$ cat config.mk
export PLATFORM = sky130hd
export DESIGN_NAME = serial_frame_encoder_crc16_stuffing_unit_flat
export DESIGN_NICKNAME = d
export VERILOG_FILES = /design/src/rtl/core/sfe_pkg.sv /design/src/rtl/core/sfe_cfg_if.sv /design/src/rtl/core/sfe_in_if.sv /design/src/rtl/core/sfe_out_if.sv /design/src/rtl/core/sfe_cfg_regs.sv /design/src/rtl/core/sfe_word_stage.sv /design/src/rtl/core/sfe_byte_serializer.sv /design/src/rtl/core/serial_frame_encoder_crc16_stuffing_unit.sv /design/src/flat_wrapper.sv
export SDC_FILE = /design/constraint.sdc
export NUM_CORES = 1
export LEC_CHECK = 0
export BUFFER_PORTS_ARGS = -buffer_cell sky130_fd_sc_hd__buf_2
export CORE_MARGIN = 2
export CORE_UTILIZATION = 25
export CTS_CLUSTER_DIAMETER = 50
export DETAILED_ROUTE_END_ITERATION = 16
export PLACE_DENSITY = 0.47
export SLEW_MARGIN = 20
export SYNTH_ARGS = -nofsm -noshare
export SYNTH_HDL_FRONTEND = slang
export SYNTH_SLANG_ARGS = --single-unit
$ cat constraint.sdc
create_clock -name clk -period 6 [get_ports clk]
set_input_delay 0.9 -clock clk [delete_from_list [all_inputs] [get_ports clk]]
set_output_delay 0.9 -clock clk [all_outputs]
set_load 0.02 [all_outputs]
$ cat src/rtl/core/sfe_pkg.sv
package sfe_pkg;

  localparam int MaxBytes = 6;

  localparam logic [15:0] CrcPoly = 16'h1021;
  localparam logic [15:0] CrcTop  = 16'h8000;

  localparam logic RegEscape = 1'b0;
  localparam logic RegStart  = 1'b1;

  localparam logic [7:0] EscapeReset = 8'h90;
  localparam logic [7:0] StartReset  = 8'h02;

  typedef struct packed {
    logic [7:0] escape_byte;
    logic [7:0] start_byte;
  } cfg_t;

  typedef struct packed {
    logic [MaxBytes-1:0][7:0] bytes;
    logic [2:0]               count;
    logic                     fin;
  } job_t;

  function automatic logic [15:0] crc_word(input logic [15:0] crc, input logic [15:0] w);
    logic [15:0] c;
    logic        carry;
    c = crc;
    for (int i = 15; i >= 0; i--) begin
      carry = (c & CrcTop) != 16'h0000;
      c = {c[14:0], w[i]};
      if (carry) begin
        c = c ^ CrcPoly;
      end
    end
    return c;
  endfunction

endpackage

$ cat src/rtl/core/sfe_cfg_if.sv
interface sfe_cfg_if;
  logic       valid;
  logic       ready;
  logic       index;
  logic [7:0] data;

  modport source (output valid, output index, output data, input ready);
  modport sink (input valid, input index, input data, output ready);
endinterface

$ cat src/rtl/core/sfe_in_if.sv
interface sfe_in_if;
  logic       valid;
  logic       ready;
  logic [7:0] even_byte;
  logic [7:0] odd_byte;
  logic       final_word;

  modport source (output valid, output even_byte, output odd_byte, output final_word,
                  input ready);
  modport sink (input valid, input even_byte, input odd_byte, input final_word,
                output ready);
endinterface

$ cat src/rtl/core/sfe_out_if.sv
interface sfe_out_if;
  logic       valid;
  logic       ready;
  logic [7:0] line_byte;
  logic       run_last;
  logic       frame_done;

  modport source (output valid, output line_byte, output run_last, output frame_done,
                  input ready);
  modport sink (input valid, input line_byte, input run_last, input frame_done,
                output ready);
endinterface

$ cat src/rtl/core/sfe_cfg_regs.sv
module sfe_cfg_regs (
  input  logic          clk,
  input  logic          rst,
  sfe_cfg_if.sink       cfg,
  output sfe_pkg::cfg_t cfg_regs
);

  assign cfg.ready = 1'b1;

  always_ff @(posedge clk) begin
    if (rst) begin
      cfg_regs.escape_byte <= sfe_pkg::EscapeReset;
      cfg_regs.start_byte  <= sfe_pkg::StartReset;
    end else if (cfg.valid) begin
      unique case (cfg.index)
        sfe_pkg::RegEscape: cfg_regs.escape_byte <= cfg.data;
        sfe_pkg::RegStart:  cfg_regs.start_byte  <= cfg.data;
        default: ;
      endcase
    end
  end

endmodule

$ cat src/rtl/core/sfe_word_stage.sv
module sfe_word_stage (
  input  logic          clk,
  input  logic          rst,
  sfe_in_if.sink        word_in,
  input  sfe_pkg::cfg_t cfg_regs,
  input  logic          job_take,
  output sfe_pkg::job_t job,
  output logic          job_valid
);

  logic          in_valid;
  logic [7:0]    even_r;
  logic [7:0]    odd_r;
  logic          fin_r;
  logic [15:0]   crc_reg;
  logic          at_frame_start;
  logic          advance;
  logic [15:0]   word;
  logic [15:0]   crc_next;
  logic [7:0]    b0;
  logic [7:0]    b1;
  logic [2:0]    n;
  sfe_pkg::job_t job_next;

  assign advance       = in_valid && (!job_valid || job_take);
  assign word_in.ready = !in_valid || advance;

  always_comb begin
    word     = at_frame_start ? {odd_r, even_r} : {even_r, odd_r};
    crc_next = sfe_pkg::crc_word(crc_reg, word);
    if (fin_r) begin
      b0 = at_frame_start ? crc_next[15:8] : crc_next[7:0];
      b1 = at_frame_start ? crc_next[7:0] : crc_next[15:8];
    end else begin
      b0 = at_frame_start ? even_r : odd_r;
      b1 = at_frame_start ? odd_r : even_r;
    end

    job_next = '0;
    n = 3'd0;
    if (at_frame_start) begin
      job_next.bytes[0] = cfg_regs.escape_byte;
      job_next.bytes[1] = cfg_regs.start_byte;
      n = 3'd2;
    end
    job_next.bytes[n] = b0;
    n = n + 3'd1;
    if (b0 == cfg_regs.escape_byte) begin
      job_next.bytes[n] = b0;
      n = n + 3'd1;
    end
    job_next.bytes[n] = b1;
    n = n + 3'd1;
    if (b1 == cfg_regs.escape_byte) begin
      job_next.bytes[n] = b1;
      n = n + 3'd1;
    end
    job_next.count = n;
    job_next.fin   = fin_r;
  end

  always_ff @(posedge clk) begin
    if (rst) begin
      in_valid       <= 1'b0;
      job_valid      <= 1'b0;
      crc_reg        <= 16'h0000;
      at_frame_start <= 1'b1;
    end else begin
      if (word_in.ready) begin
        in_valid <= word_in.valid;
      end
      if (advance) begin
        job_valid      <= 1'b1;
        crc_reg        <= fin_r ? 16'h0000 : crc_next;
        at_frame_start <= fin_r;
      end else if (job_take) begin
        job_valid <= 1'b0;
      end
    end
  end

  always_ff @(posedge clk) begin
    if (word_in.valid && word_in.ready) begin
      even_r <= word_in.even_byte;
      odd_r  <= word_in.odd_byte;
      fin_r  <= word_in.final_word;
    end
    if (advance) begin
      job <= job_next;
    end
  end

endmodule

$ cat src/rtl/core/sfe_byte_serializer.sv
module sfe_byte_serializer (
  input  logic          clk,
  input  logic          rst,
  input  sfe_pkg::job_t job,
  input  logic          job_valid,
  output logic          job_take,
  sfe_out_if.source     byte_out
);

  logic [2:0] idx;
  logic       last;
  logic       beat;

  assign last                = idx == (job.count - 3'd1);
  assign beat                = byte_out.valid && byte_out.ready;
  assign job_take            = beat && last;
  assign byte_out.valid      = job_valid;
  assign byte_out.line_byte  = job.bytes[idx];
  assign byte_out.run_last   = last;
  assign byte_out.frame_done = last && job.fin;

  always_ff @(posedge clk) begin
    if (rst) begin
      idx <= 3'd0;
    end else if (beat) begin
      idx <= last ? 3'd0 : idx + 3'd1;
    end
  end

endmodule

$ cat src/rtl/core/serial_frame_encoder_crc16_stuffing_unit.sv
// Channel    Role    Beat carries
// cfg        sink    index (0 escape byte, 1 start byte), data
// word_in    sink    even_byte, odd_byte, final_word
// byte_out   source  line_byte, run_last, frame_done
//
// Each word beat yields two to six byte beats, one per cycle while byte_out is ready;
// the byte serializer sets the rate.
// A word waits in the input register while the previous word's bytes drain, and the
// next word is taken in the cycle its predecessor's last byte leaves.
// Reset is synchronous and returns the CRC to zero, the frame to its start and the
// registers to escape 0x90 and start 0x02. Stalls on byte_out hold every byte in place.
module serial_frame_encoder_crc16_stuffing_unit (
  input  logic      clk,
  input  logic      rst,
  sfe_cfg_if.sink   cfg,
  sfe_in_if.sink    word_in,
  sfe_out_if.source byte_out
);

  sfe_pkg::cfg_t cfg_regs;
  sfe_pkg::job_t job;
  logic          job_valid;
  logic          job_take;

  sfe_cfg_regs u_cfg (
    .clk      (clk),
    .rst      (rst),
    .cfg      (cfg),
    .cfg_regs (cfg_regs)
  );

  sfe_word_stage u_word (
    .clk       (clk),
    .rst       (rst),
    .word_in   (word_in),
    .cfg_regs  (cfg_regs),
    .job_take  (job_take),
    .job       (job),
    .job_valid (job_valid)
  );

  sfe_byte_serializer u_ser (
    .clk       (clk),
    .rst       (rst),
    .job       (job),
    .job_valid (job_valid),
    .job_take  (job_take),
    .byte_out  (byte_out)
  );

endmodule

$ cat src/flat_wrapper.sv
// flat-port wrapper written by rule: the top's interface ports become plain ports
module serial_frame_encoder_crc16_stuffing_unit_flat 
  (clk, rst, cfg_valid, cfg_index, cfg_data, cfg_ready, word_in_valid, word_in_even_byte, word_in_odd_byte, word_in_final_word, word_in_ready, byte_out_valid, byte_out_line_byte, byte_out_run_last, byte_out_frame_done, byte_out_ready);
  sfe_cfg_if cfg_i ();
  sfe_in_if word_in_i ();
  sfe_out_if byte_out_i ();
  input  logic clk;
  input  logic rst;
  input wire logic [$bits(cfg_i.valid)-1:0] cfg_valid;
  input wire logic [$bits(cfg_i.index)-1:0] cfg_index;
  input wire logic [$bits(cfg_i.data)-1:0] cfg_data;
  output wire logic [$bits(cfg_i.ready)-1:0] cfg_ready;
  input wire logic [$bits(word_in_i.valid)-1:0] word_in_valid;
  input wire logic [$bits(word_in_i.even_byte)-1:0] word_in_even_byte;
  input wire logic [$bits(word_in_i.odd_byte)-1:0] word_in_odd_byte;
  input wire logic [$bits(word_in_i.final_word)-1:0] word_in_final_word;
  output wire logic [$bits(word_in_i.ready)-1:0] word_in_ready;
  output wire logic [$bits(byte_out_i.valid)-1:0] byte_out_valid;
  output wire logic [$bits(byte_out_i.line_byte)-1:0] byte_out_line_byte;
  output wire logic [$bits(byte_out_i.run_last)-1:0] byte_out_run_last;
  output wire logic [$bits(byte_out_i.frame_done)-1:0] byte_out_frame_done;
  input wire logic [$bits(byte_out_i.ready)-1:0] byte_out_ready;
  assign cfg_i.valid = cfg_valid;
  assign cfg_i.index = cfg_index;
  assign cfg_i.data = cfg_data;
  assign cfg_ready = cfg_i.ready;
  assign word_in_i.valid = word_in_valid;
  assign word_in_i.even_byte = word_in_even_byte;
  assign word_in_i.odd_byte = word_in_odd_byte;
  assign word_in_i.final_word = word_in_final_word;
  assign word_in_ready = word_in_i.ready;
  assign byte_out_valid = byte_out_i.valid;
  assign byte_out_line_byte = byte_out_i.line_byte;
  assign byte_out_run_last = byte_out_i.run_last;
  assign byte_out_frame_done = byte_out_i.frame_done;
  assign byte_out_i.ready = byte_out_ready;
  serial_frame_encoder_crc16_stuffing_unit u_core (.clk(clk), .rst(rst), .cfg(cfg_i), .word_in(word_in_i), .byte_out(byte_out_i));
endmodule
==> flow_metrics.py <==
metrics = {
    "run_status": {
        "outcome": "completed",
    },
    "grt": {
        "grt_pass1_wl_mm": 29.50,
        "first_global_vias": 4848,
        "overflow": 0,
        "grt_usage_pct": 13.37,
        "grt_max_degree": 53,
        "antenna_found_initial": 0,
    },
    "die": {
        "rows": 61,
        "dieArea_mm2": 0.02922,
        "fp.coreArea_mm2": 0.02763,
        "io_pins": 44,
        "die_y_um": 171.0,
        "die_w_um": 171.0,
        "start_util_pct": 25.22,
    },
    "power": {
        "finalPower_w": 0.002187,
        "ir_drop_v": 0.0001417,
        "p_leak_nw": 2.969,
        "power_density_mw_per_mm2": 277.9,
    },
    "synthesis": {
        "synth_area_mm2": 0.006968,
        "synthCells": 681,
        "synth_fp_nets": 720,
        "yosysTopAreaCell": "edfxtp_1",
        "synth_mux_area_share_pct": 10.41,
        "synth_edf_count": 69,
        "yosys.area_share.xor_xnor_pct": 15.48,
        "synthSimpleGateAreaFrac_pct": 14.90,
        "synth_top_area_share_pct": 29.74,
        "ys_ff_latch": 107,
        "synth_top_family_by_area": "XOR/XNOR gates",
        "synthTopCellsByArea": "edfxtp_1 30%, dfxtp_1 11%, xnor2_1 6.3%, mux2i_1 5.9%, nor2_1 3.8%",
        "synth-compound-area-share_pct": 12.61,
        "synth.avg_cell_area_um2": 10.23,
        "synth-adder-area-share_pct": 1.437,
        "yosysUniqueCellTypes": 71,
        "synthArstFlopShare_pct": 0,
        "seq_area_frac_synth_pct": 40.65,
        "synth_ff_type": "edfxtp_1",
        "ys_warn_count": 0,
    },
    "job": {
        "cap_viol_max_count": 0,
    },
    "cells_and_area": {
        "antenna_cells": 0,
        "largest_reg_flops": 52,
        "final_cell_mix": "71 x nor2_1, 69 x edfxtp_1, 50 x xnor2_1",
        "nets": 736,
        "final_area_mm2": 0.007869,
        "final_common_cell": "nor2_1",
        "syn2layout_area_growth_pct": 12.93,
        "drive_gt1_share_pct": 16.10,
    },
    "detailed_routing": {
        "ant_nets": 0,
        "drt-initial-drc-count": 363,
        "drc": 0,
        "drt-total-wl_mm": 19.13,
        "wire_per_inst_um": 17.72,
        "vias": 5025,
        "first_pass_iters": 5,
        "viasPerCell": 4.653,
    },
    "clock_network": {
        "cts_max_path_buffers": 2,
        "clock-root-buffer": "clkbuf_16",
        "clk_pin_slew_worst_paths_ns": 0.09,
        "htree_levels": 3,
        "tritoncts": "built",
        "cts-buffers-inserted": 9,
        "cts_resized": 0,
        "clk_latency_ns": 0.36,
        "cts_setup_buffers": 0,
        "cts.sinks": 107,
        "hold_buffers": 0,
    },
    "timing": {
        "slew_violations": 0,
        "tightest_slew_ns": 0.8575,
        "slew_headroom_pct": 42.83,
        "fin_tns_setup_ns": 0,
        "fin_crit_sh_pct": 81.50,
        "hold_violations": 0,
        "setup_violations": 0,
        "grt_setup_unrepaired": "no",
        "max_freq_mhz": 204.5,
        "clock-skew-final_ns": 0.01743,
        "period_minus_slack_ns": 4.890,
    },
    "worst_setup_path": {
        "required_ns": 6.09,
        "cp-end-kind": "flop",
        "cp-start-kind": "flop",
        "crit_type": "flop to flop",
        "worstPathMaxFanout": 13,
        "worstPathArrival_ns": 4.98,
    },
    "placement": {
        "gp_congestion": 0.8160,
        "place_area_mm2": 0.007541,
        "hpwl_mm": 14.40,
        "port_buffers": 42,
    },
    "worst_hold_path": {
        "hp-class": "flop to flop",
    },
}
-- path summary, 6_finish.rpt --
kind | from | to | slack (ns) | depth (start not counted)
setup / recovery | u_core.u_word.crc_reg[8] | u_core.u_word.job[19] | 1.11 | 13
hold / removal | u_core.u_cfg.cfg_regs[4] | u_core.u_cfg.cfg_regs[4] | 0.46 | 2
setup reg to reg | u_core.u_word.crc_reg[8] | u_core.u_word.job[19] | 1.11 | 13
hold reg to reg | u_core.u_cfg.cfg_regs[4] | u_core.u_cfg.cfg_regs[4] | 0.46 | 2
-- cell type report --
| class | instances | area [um2] |
|---|---|---|
| clock buffer | 9 | 225.2 |
| clock inverter | 7 | 97.59 |
| fill | 2929 | 19760 |
| inverter | 23 | 86.33 |
| multi-input combinational | 499 | 3830 |
| sequential | 107 | 2834 |
| tap | 378 | 473.0 |
| timing repair buffer | 57 | 322.8 |
-- cells by family (layout without fill, tap and decap cells) --
kind of cell / count (synthesis) / in the layout
adders and majority gates: 8 / 8
xor gates and xnor gates: 87 / 87
DFF: 107 / 107
other: 1 / 1
muxes: 60 / 60
and+or+nand+nor: 212 / 212
AOI/OAI and AO/OA: 131 / 131
buffers and inverters: 75 / 96
-- critical path: stages (launching register included) --
cell and delay [ns]:
dfxtp_1 0.53, xnor3_1 0.51, xor2_1 0.57, xnor2_1 0.24, xor2_1 0.18, a211o_1 0.42, xnor2_1 0.16, or4_1 0.40
inv_1 0.33, ha_1 0.29, nor2_1 0.18, nand3_1 0.14, o31ai_4 0.50, mux2i_1 0.16
-- per-stage QoR --
stage / instances / hold WS, ns / util [%] / setup WS, ns
floorplan: 681 / 0.4317 / - / 1.832
global placement: 1064 / 0.4434 / 27.29 / 1.206
detailed placement: 1064 / 0.4469 / 27.29 / 1.138
CTS: 1080 / 0.4574 / 28.46 / 1.118
global route: 1080 / 0.4847 / 28.48 / 0.8558
finish: 1080 / 0.4553 / 28.48 / 1.110
-- metal layers --
layer	GRT usage, %	wire [um]	up-vias
met1	19.14	9469	2407
met4	3.242	204	0
met2	21.23	8633	113
li1	-	-	2497
met5	0	0	-
met3	1.920	825	8
-- report_power, final --
part | leakage, nW | total (W) | internal (W) | switching, W
sequential | 0.960 | 0.000885 | 0.000840 | 0.0000454
combinational | 1.85 | 0.000655 | 0.000281 | 0.000373
clock | 0.159 | 0.000647 | 0.000339 | 0.000308
total | 2.97 | 0.00219 | 0.00146 | 0.000727
-- synth_stat cells, drive strengths merged (9+ instances only) --
master and instances:
edfxtp 69, inv 23, nand2 47, nand4 12, clkbuf 35, o22ai 9
o21ai 24, mux2 10, xnor2 57, mux4 9, nand3 16, a21oi 42
xor2 13, dfxtp 38, buf 17, and2 11, nor3 20, mux2i 41
xnor3 12, nor2 71
No activity file was read; power rests on OpenSTA's default activity.
